## src/hw/rtl/idd_pkg.sv

```systemverilog
// ----------------------------------------------------------------------------
// idd_pkg
// Shared types, constants and helpers of the in-band escape deframer.
// ----------------------------------------------------------------------------
`default_nettype none

package idd_pkg;

    localparam logic [7:0] IDD_PREFIX0 = 8'hFE;
    localparam logic [7:0] IDD_PREFIX1 = 8'hED;
    localparam logic [7:0] IDD_PREFIX2 = 8'hC0;

    localparam logic [3:0] IDD_PREFIX_LEN = 4'd3;
    localparam logic [3:0] IDD_CODE_POS   = 4'd3;
    localparam logic [3:0] IDD_FRAME_LAST = 4'd7;

    localparam int IDD_QUEUE_DEPTH = 4;

    localparam logic IDD_KIND_BYTE = 1'b0;
    localparam logic IDD_KIND_CMD  = 1'b1;

    // One unit of work for the back end: held prefix bytes to flush,
    // followed by an optional tail (pass-through byte or command).
    typedef struct packed {
        logic [1:0]  flush_cnt;
        logic        has_tail;
        logic        is_cmd;
        logic [7:0]  data;
        logic [31:0] arg;
    } t_job;

    function automatic logic [7:0] prefix_byte(input logic [1:0] idx);
        logic [7:0] v;
        case (idx)
            2'd0:    v = IDD_PREFIX0;
            2'd1:    v = IDD_PREFIX1;
            default: v = IDD_PREFIX2;
        endcase
        return v;
    endfunction

endpackage

`default_nettype wire

```

## src/hw/rtl/idd_if.sv

```systemverilog
// ----------------------------------------------------------------------------
// idd_if
// Valid/ready channels of the deframer: host byte in, result out.
// ----------------------------------------------------------------------------
`default_nettype none

interface idd_in_if;
    logic       valid;
    logic       ready;
    logic [7:0] host_byte;

    modport source (output valid, output host_byte, input ready);
    modport sink   (input valid, input host_byte, output ready);
endinterface

interface idd_out_if;
    logic        valid;
    logic        ready;
    logic        out_kind;
    logic [7:0]  out_byte;
    logic [7:0]  command_code;
    logic [31:0] command_arg;
    logic        last_of_run;

    modport source (output valid, output out_kind, output out_byte, output command_code,
                    output command_arg, output last_of_run, input ready);
    modport sink   (input valid, input out_kind, input out_byte, input command_code,
                    input command_arg, input last_of_run, output ready);
endinterface

`default_nettype wire

```

## src/hw/rtl/inband_escape_deframer_core.sv

```systemverilog
// ----------------------------------------------------------------------------
// inband_escape_deframer_core
// Host byte stream deframer: passes bytes through to the UART side and
// extracts escape-prefixed commands (FE ED C0, code, 32-bit LE argument).
//
// Channels: i_in carries one host byte per request; o_out carries one result
// per request (pass-through byte or command), with last_of_run marking the
// final result caused by an input byte. Both use valid/ready.
// Timing: a result passes from the front end through the job queue and the
// output register before it is valid on o_out. Prefix and frame bytes
// produce no result until the frame completes or a mismatch flushes the
// held bytes.
// Throughput: one input byte per cycle while the job queue has room; the
// result side emits one result per cycle while o_out.ready is high, so a
// mismatch flush emits its up to three results one after another. The queue
// depth sets how long such bursts can be absorbed before i_in.ready drops.
// Reset: synchronous, active low; clears the match counter, the job queue
// and the output valid flag. No clearing pass is needed.
// Stall: while o_out.ready is low the output register holds its result, the
// queue fills, and i_in.ready drops once the queue is full.
// ----------------------------------------------------------------------------
`default_nettype none

module inband_escape_deframer_core
    import idd_pkg::*;
#(
    parameter int QUEUE_DEPTH = IDD_QUEUE_DEPTH
) (
    input  wire       i_clk,
    input  wire       i_rst_n,
    idd_in_if.sink    i_in,
    idd_out_if.source o_out
);

    logic can_push;
    logic push;
    t_job job;
    logic head_valid;
    t_job head;
    logic pop;

    idd_front u_front (
        .i_clk      (i_clk),
        .i_rst_n    (i_rst_n),
        .i_in       (i_in),
        .i_can_push (can_push),
        .o_push     (push),
        .o_job      (job)
    );

    idd_fifo #(
        .DEPTH (QUEUE_DEPTH)
    ) u_fifo (
        .i_clk        (i_clk),
        .i_rst_n      (i_rst_n),
        .i_push       (push),
        .i_data       (job),
        .o_can_push   (can_push),
        .o_head_valid (head_valid),
        .o_head       (head),
        .i_pop        (pop)
    );

    idd_back u_back (
        .i_clk        (i_clk),
        .i_rst_n      (i_rst_n),
        .i_head_valid (head_valid),
        .i_head       (head),
        .o_pop        (pop),
        .o_out        (o_out)
    );

endmodule

`default_nettype wire

```

## src/hw/rtl/idd_front.sv

```systemverilog
// ----------------------------------------------------------------------------
// idd_front
// Accepts host bytes, tracks the escape prefix and frame collection, and
// posts flush/forward/command jobs to the queue.
// ----------------------------------------------------------------------------
`default_nettype none

module idd_front
    import idd_pkg::*;
(
    input  wire    i_clk,
    input  wire    i_rst_n,
    idd_in_if.sink i_in,
    input  wire    i_can_push,
    output logic   o_push,
    output t_job   o_job
);

    logic [3:0]  r_mc;
    logic [3:0]  n_mc;
    logic [7:0]  r_code;
    logic [7:0]  n_code;
    logic [31:0] r_arg;
    logic [31:0] n_arg;
    logic        accept;
    logic [7:0]  b;

    assign i_in.ready = i_can_push;
    assign accept     = i_in.valid && i_in.ready;
    assign b          = i_in.host_byte;

    always_comb begin
        n_mc   = r_mc;
        n_code = r_code;
        n_arg  = r_arg;
        o_push = 1'b0;
        o_job  = '0;
        if (accept) begin
            if (r_mc < IDD_PREFIX_LEN) begin
                if (b == prefix_byte(r_mc[1:0])) begin
                    n_mc = r_mc + 4'd1;
                end else begin
                    o_push          = 1'b1;
                    o_job.flush_cnt = r_mc[1:0];
                    o_job.has_tail  = (b != IDD_PREFIX0);
                    o_job.is_cmd    = 1'b0;
                    o_job.data      = b;
                    n_mc            = (b == IDD_PREFIX0) ? 4'd1 : 4'd0;
                end
            end else begin
                n_mc = r_mc + 4'd1;
                if (r_mc == IDD_CODE_POS) begin
                    n_code = b;
                end else begin
                    n_arg = {b, r_arg[31:8]};
                end
                if (r_mc == IDD_FRAME_LAST) begin
                    o_push          = 1'b1;
                    o_job.flush_cnt = 2'd0;
                    o_job.has_tail  = 1'b1;
                    o_job.is_cmd    = 1'b1;
                    o_job.data      = r_code;
                    o_job.arg       = {b, r_arg[31:8]};
                    n_mc            = 4'd0;
                end
            end
        end
    end

    always_ff @(posedge i_clk) begin
        if (!i_rst_n) begin
            r_mc <= 4'd0;
        end else begin
            r_mc <= n_mc;
        end
    end

    always_ff @(posedge i_clk) begin
        r_code <= n_code;
        r_arg  <= n_arg;
    end

    a_mc_range: assert property (@(posedge i_clk) disable iff (!i_rst_n)
        r_mc <= IDD_FRAME_LAST)
        else $error("match count out of range");

    a_push_on_accept: assert property (@(posedge i_clk) disable iff (!i_rst_n)
        o_push |-> (accept && (o_job.has_tail || o_job.flush_cnt != 2'd0)))
        else $error("empty or unaccepted job pushed");

endmodule

`default_nettype wire

```

## src/hw/rtl/idd_fifo.sv

```systemverilog
// ----------------------------------------------------------------------------
// idd_fifo
// Short job queue between the front and back ends.
// ----------------------------------------------------------------------------
`default_nettype none

module idd_fifo
    import idd_pkg::*;
#(
    parameter int DEPTH = IDD_QUEUE_DEPTH
) (
    input  wire   i_clk,
    input  wire   i_rst_n,
    input  wire   i_push,
    input  t_job  i_data,
    output logic  o_can_push,
    output logic  o_head_valid,
    output t_job  o_head,
    input  wire   i_pop
);

    localparam int PW = (DEPTH > 1) ? $clog2(DEPTH) : 1;
    localparam int CW = $clog2(DEPTH + 1);
    localparam logic [PW-1:0] PTR_LAST = PW'(DEPTH - 1);
    localparam logic [CW-1:0] CNT_FULL = CW'(DEPTH);

    t_job          r_mem [DEPTH];
    logic [PW-1:0] r_wptr;
    logic [PW-1:0] r_rptr;
    logic [CW-1:0] r_cnt;
    logic          do_push;
    logic          do_pop;

    assign o_can_push   = (r_cnt != CNT_FULL);
    assign o_head_valid = (r_cnt != '0);
    assign o_head       = r_mem[r_rptr];
    assign do_push      = i_push && o_can_push;
    assign do_pop       = i_pop && o_head_valid;

    always_ff @(posedge i_clk) begin
        if (do_push) begin
            r_mem[r_wptr] <= i_data;
        end
    end

    always_ff @(posedge i_clk) begin
        if (!i_rst_n) begin
            r_wptr <= '0;
            r_rptr <= '0;
            r_cnt  <= '0;
        end else begin
            if (do_push) begin
                r_wptr <= (r_wptr == PTR_LAST) ? '0 : r_wptr + PW'(1);
            end
            if (do_pop) begin
                r_rptr <= (r_rptr == PTR_LAST) ? '0 : r_rptr + PW'(1);
            end
            case ({do_push, do_pop})
                2'b10:   r_cnt <= r_cnt + CW'(1);
                2'b01:   r_cnt <= r_cnt - CW'(1);
                default: r_cnt <= r_cnt;
            endcase
        end
    end

    a_no_overflow: assert property (@(posedge i_clk) disable iff (!i_rst_n)
        i_push |-> o_can_push)
        else $error("job pushed into full queue");

    a_no_underflow: assert property (@(posedge i_clk) disable iff (!i_rst_n)
        i_pop |-> o_head_valid)
        else $error("pop from empty queue");

endmodule

`default_nettype wire

```

## src/hw/rtl/idd_back.sv

```systemverilog
// ----------------------------------------------------------------------------
// idd_back
// Expands queued jobs into results, one per cycle while o_out is not stalled, into the output register.
// ----------------------------------------------------------------------------
`default_nettype none

module idd_back
    import idd_pkg::*;
(
    input  wire        i_clk,
    input  wire        i_rst_n,
    input  wire        i_head_valid,
    input  t_job       i_head,
    output logic       o_pop,
    idd_out_if.source  o_out
);

    logic [1:0]  r_idx;
    logic [1:0]  total;
    logic        is_last;
    logic        load;
    logic        r_valid;
    logic        r_kind;
    logic [7:0]  r_byte;
    logic [7:0]  r_code;
    logic [31:0] r_arg;
    logic        r_last;
    logic        n_kind;
    logic [7:0]  n_byte;
    logic [7:0]  n_code;
    logic [31:0] n_arg;

    assign total   = i_head.flush_cnt + {1'b0, i_head.has_tail};
    assign is_last = ((r_idx + 2'd1) == total);
    assign load    = i_head_valid && (!r_valid || o_out.ready);
    assign o_pop   = load && is_last;

    always_comb begin
        n_kind = IDD_KIND_BYTE;
        n_byte = 8'd0;
        n_code = 8'd0;
        n_arg  = 32'd0;
        if (r_idx < i_head.flush_cnt) begin
            n_byte = prefix_byte(r_idx);
        end else if (i_head.is_cmd) begin
            n_kind = IDD_KIND_CMD;
            n_code = i_head.data;
            n_arg  = i_head.arg;
        end else begin
            n_byte = i_head.data;
        end
    end

    always_ff @(posedge i_clk) begin
        if (!i_rst_n) begin
            r_valid <= 1'b0;
            r_idx   <= 2'd0;
        end else begin
            if (load) begin
                r_valid <= 1'b1;
                r_idx   <= is_last ? 2'd0 : r_idx + 2'd1;
            end else if (o_out.ready) begin
                r_valid <= 1'b0;
            end
        end
    end

    always_ff @(posedge i_clk) begin
        if (load) begin
            r_kind <= n_kind;
            r_byte <= n_byte;
            r_code <= n_code;
            r_arg  <= n_arg;
            r_last <= is_last;
        end
    end

    assign o_out.valid        = r_valid;
    assign o_out.out_kind     = r_kind;
    assign o_out.out_byte     = r_byte;
    assign o_out.command_code = r_code;
    assign o_out.command_arg  = r_arg;
    assign o_out.last_of_run  = r_last;

    a_idx_range: assert property (@(posedge i_clk) disable iff (!i_rst_n)
        r_idx <= 2'd2)
        else $error("result index out of range");

endmodule

`default_nettype wire

```

## src/flat_wrapper.sv

```systemverilog
// flat-port wrapper written by rule: the top's interface ports become plain ports
module inband_escape_deframer_core_flat import idd_pkg::*;
#(
    parameter int QUEUE_DEPTH = IDD_QUEUE_DEPTH
)
  (i_clk, i_rst_n, i_in_valid, i_in_host_byte, i_in_ready, o_out_valid, o_out_out_kind, o_out_out_byte, o_out_command_code, o_out_command_arg, o_out_last_of_run, o_out_ready);
  idd_in_if i_in_i ();
  idd_out_if o_out_i ();
  input  wire i_clk;
  input  wire i_rst_n;
  input wire logic [$bits(i_in_i.valid)-1:0] i_in_valid;
  input wire logic [$bits(i_in_i.host_byte)-1:0] i_in_host_byte;
  output wire logic [$bits(i_in_i.ready)-1:0] i_in_ready;
  output wire logic [$bits(o_out_i.valid)-1:0] o_out_valid;
  output wire logic [$bits(o_out_i.out_kind)-1:0] o_out_out_kind;
  output wire logic [$bits(o_out_i.out_byte)-1:0] o_out_out_byte;
  output wire logic [$bits(o_out_i.command_code)-1:0] o_out_command_code;
  output wire logic [$bits(o_out_i.command_arg)-1:0] o_out_command_arg;
  output wire logic [$bits(o_out_i.last_of_run)-1:0] o_out_last_of_run;
  input wire logic [$bits(o_out_i.ready)-1:0] o_out_ready;
  assign i_in_i.valid = i_in_valid;
  assign i_in_i.host_byte = i_in_host_byte;
  assign i_in_ready = i_in_i.ready;
  assign o_out_valid = o_out_i.valid;
  assign o_out_out_kind = o_out_i.out_kind;
  assign o_out_out_byte = o_out_i.out_byte;
  assign o_out_command_code = o_out_i.command_code;
  assign o_out_command_arg = o_out_i.command_arg;
  assign o_out_last_of_run = o_out_i.last_of_run;
  assign o_out_i.ready = o_out_ready;
  inband_escape_deframer_core #(.QUEUE_DEPTH(QUEUE_DEPTH)) u_core (.i_clk(i_clk), .i_rst_n(i_rst_n), .i_in(i_in_i), .o_out(o_out_i));
endmodule
```

## config.mk

```make
export PLATFORM = sky130hd
export DESIGN_NAME = inband_escape_deframer_core_flat
export DESIGN_NICKNAME = d
export VERILOG_FILES = /design/src/hw/rtl/idd_pkg.sv /design/src/hw/rtl/idd_if.sv /design/src/hw/rtl/inband_escape_deframer_core.sv /design/src/hw/rtl/idd_front.sv /design/src/hw/rtl/idd_fifo.sv /design/src/hw/rtl/idd_back.sv /design/src/flat_wrapper.sv
export SDC_FILE = /design/constraint.sdc
export NUM_CORES = 1
export LEC_CHECK = 0
export BUFFER_PORTS_ARGS = -buffer_cell sky130_fd_sc_hd__buf_2
export CORE_MARGIN = 1
export CORE_UTILIZATION = 51
export DETAILED_ROUTE_END_ITERATION = 6
export PLACE_DENSITY = 0.69
export SETUP_SLACK_MARGIN = 0.15
export SLEW_MARGIN = 20
export SYNTH_ARGS = -nofsm -noshare
export SYNTH_HDL_FRONTEND = slang
export SYNTH_SLANG_ARGS = --single-unit
```

## constraint.sdc

```tcl
create_clock -name i_clk -period 8.1 [get_ports i_clk]
set_input_delay 0.405 -clock i_clk [delete_from_list [all_inputs] [get_ports i_clk]]
set_output_delay 0.405 -clock i_clk [all_outputs]
set_load 0.1 [all_outputs]
```

Yosys cells after proc, flatten, opt, wreduce, memory -nomap -nowiden
Memory sizes are Yosys's and may differ from the RTL's. A register that Yosys moved wholly into a read port is not among the register bits.
Index checks and enable logic that the tools add are counted.
{"block": "totals", "register_bits": 104, "ramBits": 176, "in_bits": 12, "out_inout_bits": 52, "wordCells": 84, "n_memories": 1}
{"name": "u_core.u_fifo.r_mem", "depth": 4, "word_bits": 44, "read_ports": 1, "rd_ports_with_merged_regs": 1, "wr": 1, "line": "idd_fifo.sv:27", "text": "t_job r_mem [DEPTH];"}
{"block": "classes", "add_sub_neg": 7, "n_lt_le_gt_ge": 2, "eq_ne": 13, "mux": 30, "bitwise_logic": 3, "n_reduce_logical": 15}
{"operator": "$mux W44", "n": 1}
{"operator": "$mux W42", "n": 1}
{"operator": "$mux W32", "n": 1}
{"operator": "$mux W8", "n": 4}
{"operator": "$mux W12", "n": 2}
{"operator": "$pmux W6 S2", "n": 2}
{"operator": "$mux W4", "n": 3}
{"operator": "$mux W1", "n": 10}
{"operator": "$mux W2", "n": 5}
{"operator": "$eq A8 B8 Y1", "n": 1}
{"operator": "$eq A8 B8 Y1 const B", "n": 1}
{"operator": "$ne A8 B8 Y1 const B", "n": 1}
{"operator": "$add A2 B1 Y2 const B", "n": 3}
{"operator": "$eq A2 B1 Y1 const B", "n": 3}
{"operator": "$eq A2 B2 Y1 const B", "n": 3}
{"operator": "$pmux W3 S2", "n": 1}
{"operator": "$reduce_and A3 Y1", "n": 2}
{"operator": "$logic_and A1 B1 Y1", "n": 5}
{"operator": "$add A4 B1 Y4 const B", "n": 1}
{"operator": "$eq A4 B2 Y1 const B", "n": 1}
{"operator": "$eq A4 B3 Y1 const B", "n": 1}
{"operator": "$logic_not A2 Y1", "n": 2}
{"operator": "$lt A4 B2 Y1 const B", "n": 1}
{"operator": "$reduce_bool A2 Y1", "n": 2}
{"operator": "other kinds (11)", "n": 13}

Longest topological paths before layout
{"block": "depth", "ltp_word": 11, "depth_mapped": 13, "mapped_depth_nobuf": 12}

Modules after synthesis
From an unflattened synthesis, not the netlist that was laid out.
{"block": "hier_totals", "hier_cells": 578, "hier_area_um2": 10790.3}
{"mod": "idd_fifo", "instances": 1, "cells_per_inst": 286, "area_each_um2": 6836.6, "seq_area_each_um2": 5465.2}
{"mod": "idd_back", "instances": 1, "cells_per_inst": 150, "area_each_um2": 2249.7, "seq_area_each_um2": 1561.5}
{"mod": "idd_front", "instances": 1, "cells_per_inst": 142, "area_each_um2": 1704.1, "seq_area_each_um2": 1041.0}

Least setup slack after synthesis
OpenSTA, ideal clock, no wires.
{"block": "synth_path", "path_type": "register -> register", "from": "register u_core.u_back.r_valid, in the netlist u_core.u_back.o_out.valid", "to": "register u_core.u_fifo.r_cnt[2]", "setup_time_ps": 76, "t_arrival_ps": 4900, "required_time_ps": 8024, "slack_ps": 3125, "stages_incl_launch_ff": 9, "n_path_buf": 0, "synth_period_minus_slack_ps": 4975, "path_cell_list": "dfxtp_1 a21oi_1 nand3_1 inv_1 ha_1 fa_1 xnor2_1 or3_1 a21boi_0"}
{"block": "synth_via", "elab_chain_cells": 7, "word_cells_on_any_way": 9, "cone_classes": "eq/ne: 2; mux: 1; reduce/logical: 6"}
{"element": "from (decl)", "line": "idd_back.sv:22", "text": "logic r_valid;"}
{"element": "from (signal assigned)", "line": "idd_back.sv:56", "text": "r_valid <= 1'b0;"}
{"element": "from (signal assigned)", "line": "idd_back.sv:60", "text": "r_valid <= 1'b1;"}
{"element": "from (signal assigned)", "line": "idd_back.sv:63", "text": "r_valid <= 1'b0;"}
{"element": "$logic_not A1 Y1 (*)", "line": "idd_back.sv:35", "text": "assign load = i_head_valid && (!r_valid || o_out.ready);"}
{"element": "$logic_or A1 B1 Y1 (*)", "line": "idd_back.sv:35"}
{"element": "$logic_and A1 B1 Y1 (*)", "line": "idd_back.sv:35"}
{"element": "via u_core.u_back.load", "line": "idd_back.sv:21", "text": "logic load;"}
{"element": "$logic_and A1 B1 Y1 (*)", "line": "idd_back.sv:36", "text": "assign o_pop = load && is_last;"}
{"element": "$logic_and A1 B1 Y1 (*)", "line": "idd_fifo.sv:38", "text": "assign do_pop = i_pop && o_head_valid;"}
{"element": "via u_core.u_fifo.do_pop", "line": "idd_fifo.sv:32", "text": "logic do_pop;"}
{"element": "$eq A2 B1 Y1 / $eq A2 B2 Y1 (equally long branches)", "line": "idd_fifo.sv:58", "text": "case ({do_push, do_pop})"}
{"element": "$pmux W3 S2 / $reduce_bool A2 Y1 (equally long branches)"}
{"element": "to (signal assigned)", "line": "idd_fifo.sv:59", "text": "2'b10: r_cnt <= r_cnt + CW'(1);"}
{"element": "to (signal assigned)", "line": "idd_fifo.sv:60", "text": "2'b01: r_cnt <= r_cnt - CW'(1);"}
{"element": "to (signal assigned)", "line": "idd_fifo.sv:61", "text": "default: r_cnt <= r_cnt;"}
{"element": "to (decl)", "line": "idd_fifo.sv:30", "text": "logic [CW-1:0] r_cnt;"}
Mark *: on every way through the listed nets, which the timed path passes. The rest lies on a longest branch.
A chain may end at the register's enable or synchronous reset.

==> results.py <==
metrics = {
    "status": {
        "status": "finished clean",
    },
    "cts": {
        "cts_inserted_buffers": 27,
        "cts_tree": "built",
        "insertion_delay_ns": 0.51,
        "cts_sinks": 274,
        "cts.repair.resized": 0,
        "postCtsSetupBuffers": 0,
        "hold_buffers": 0,
        "clk_pin_slew_ns": 0.06,
        "clockRootBuffer": "clkbuf_16",
        "clockBufferDepth": 3,
        "h-tree-depth": 1,
    },
    "drt": {
        "ant_nets": 0,
        "routed_wirelength_um": 18180,
        "drt_iter0_drc": 318,
        "wire_per_inst_um": 19.69,
        "drc": 0,
        "route.vias.total": 4998,
        "via_per_inst": 5.415,
        "first_pass_iters": 6,
    },
    "logic_synthesis": {
        "ys_async_sr_fraction_pct": 0,
        "yosys_warnings": 0,
        "synth_area_leaders": "edfxtp_1 (73%), mux4_2 (9.1%), and2_1 (4.4%)",
        "synth_top_area_share_pct": 72.94,
        "synth-seq-cells": 274,
        "yosysTopAreaCell": "edfxtp_1",
        "synth_edf_count": 258,
        "netlist_area_um2": 10620,
        "synth_cells": 555,
        "synth-main-ff-cell": "edfxtp_1",
        "syn_nets": 581,
        "synth.avg_cell_area_um2": 19.14,
        "ys_types": 48,
        "seq_area_frac_synth_pct": 75.96,
    },
    "setup_path": {
        "crit_fanout": 45,
        "crit_arrival_ns": 4.14,
        "critPathMaxStageDelay_ns": 0.66,
        "end_kind": "flop",
        "worstSetupStartpointType": "flop",
        "crit_chain": "buf_4 > mux4_2 > ha_1 > xor2_1 > xnor2_1 > nand3_1 > inv_1 > ha_1 > fa_1 > xnor2_1 > or3_1 > a21boi_0",
        "crit_buf_inv": 2,
        "required_ns": 8.54,
        "crit_type": "flop to flop",
        "crit_family": "adder cells",
        "cp_slowest_cell": "buf_4",
    },
    "power": {
        "leakage_nw": 4.141,
        "ir_drop_uv": 249.9,
        "power.density_nw_per_um2": 402.2,
    },
    "min_path": {
        "min_path_type": "input port to flop",
    },
    "final_layout": {
        "antenna_cells": 0,
        "drive_gt1_share_pct": 27.87,
        "syn_to_final_growth_pct": 15.60,
        "layoutNonFillerInstCount": 923,
        "fillers": 1432,
        "fin_nets": 660,
    },
    "die": {
        "fp.dieW_um": 146.3,
        "fp.dieArea_um2": 21410,
        "rows": 52,
        "die_h_um": 146.3,
        "core-area_um2": 20300,
        "initial_core_util_pct": 52.32,
        "io_pins": 64,
    },
    "sta": {
        "min_period_over_period_pct": 45.68,
        "finalHoldViolCount": 0,
        "slew_headroom_pct": 40.48,
        "rsz0062_at_grt": "false",
        "clock.fmax_mhz": 270.3,
        "post-route-min-period_ns": 3.700,
        "setup_viol": 0,
        "finClkSkew_ns": 0.008359,
        "tightest_slew_ns": 0.8928,
        "fin_tns_setup_ns": 0,
        "slew_violations": 0,
    },
    "grt": {
        "grt_max_degree": 54,
        "grt_usage_pct": 17.54,
        "antenna_found_initial": 0,
        "grt_overflow_total": 0,
        "grt_pass1_wl_um": 28530,
        "grt_pass1_vias": 5211,
    },
    "placement": {
        "gp_congestion": 0.7208,
        "place_inst": 875,
        "dpl.hpwl_um": 10090,
        "portBuffers": 63,
    },
    "job": {
        "drv_cap": 0,
    },
}
layout by cell type (no fill, tap or decap), types with 5 or more instances in the layout:
cell	n
edfxtp_1	258
and2_1	75
buf_2	63
mux4_2	43
clkbuf_16	27
nand2_1	17
dfxtp_1	14
ha_1	13
inv_1	11
buf_4	11
nor2_1	10
o21ai_0	10
bufinv_16	9
a22o_1	8
a21oi_1	6
mux2i_1	6
xor2_1	5
xnor2_1	5
nor2b_1	5
nand4_1	5
and3_2	5
flip-flops by register name (all words and copies together) (netlist names), 3 cells and up, named ones only:
signal,cells
u_core.u_fifo.r_cnt,3
u_core.u_front.r_arg,24
u_core.u_fifo.r_mem,176
u_core.u_front.r_code,8
u_core.u_front.r_mc,4
u_core.u_back.o_out.out_byte,8
u_core.u_back.o_out.command_code,8
u_core.u_back.o_out.command_arg,32
cells by family (layout without fill, tap and decap cells):
family	count (synthesis)	count (layout)	share of synthesized area [%]
muxes	50	50	9.789
DFF	274	274	75.96
buffers and inverters	35	133	1.484
adders and majority gates	14	14	1.720
AOI/OAI and AO/OA	34	34	2.332
and+or+nand+nor	138	138	7.893
xor gates and xnor gates	10	10	0.8246
per-stage QoR:
step	cell area, um2	worst slack [ns]	power, mW	hold WS (ns)	utilization (%)
6_report	12280	4.400	4.938	0.1902	60.48
5_1_grt	12280	4.132	5.112	0.1756	60.48
4_1_cts	12280	4.287	4.988	0.1735	60.48
3_5_place_dp	11270	4.312	3.585	0.4246	55.50
3_3_place_gp	11270	4.358	3.563	0.4297	55.50
2_1_floorplan	10620	3.125	3.323	0.4174	-
Yosys cell counts, types with 2 or more instances:
master	number
a21boi_0	2
a21o_1	2
a21oi_1	7
a22o_1	8
and2_1	75
and3_1	6
buf_1	2
buf_2	5
clkbuf_1	12
clkbuf_2	2
dfxtp_1	16
edfxtp_1	258
ha_1	13
inv_1	11
mux2i_1	6
mux4_2	43
nand2_1	17
nand3_1	3
nand4_1	5
nor2_1	11
nor2b_1	5
nor3_1	2
o21ai_0	10
or4_4	2
xnor2_1	5
xor2_1	5
where the power goes:
part | switching [mW] | internal [mW]
sequential | 0.0655 | 1.86
combinational | 1.34 | 0.274
clock | 0.503 | 0.895
cell type report:
type                       instances  area (um2)  area share, %
sequential                       274        8070          65.73
multi-input combinational        246        2420          19.71
clock buffer                      29       683.2          5.564
timing repair buffer              74       397.9          3.241
tap                              270       337.8          2.751
clock inverter                    19       327.8          2.670
inverter                          11       41.29         0.3363
worst paths after layout:
path         cells after the start                      from  slack [ns]                       end
max                             12                      flop        4.40    u_core.u_fifo.r_cnt[2]
min                              1         i_in_host_byte[7]        0.19  u_core.u_front.r_code[7]
max reg2reg                     12                      flop        4.40    u_core.u_fifo.r_cnt[2]
min reg2reg                      0  u_core.u_front.r_arg[20]        0.43  u_core.u_front.r_arg[12]
per-layer routing:
| metal | track usage [%] | routed length (um) | vias to the layer above |
|---|---|---|---|
| met5 | 0 | 0 | - |
| met4 | 3.958 | 259 | 0 |
| met3 | 2.531 | 1128 | 21 |
| met2 | 30.64 | 9269 | 136 |
| met1 | 23.47 | 7519 | 2532 |
| li1 | - | - | 2309 |
No activity file was read; power rests on OpenSTA's default activity.
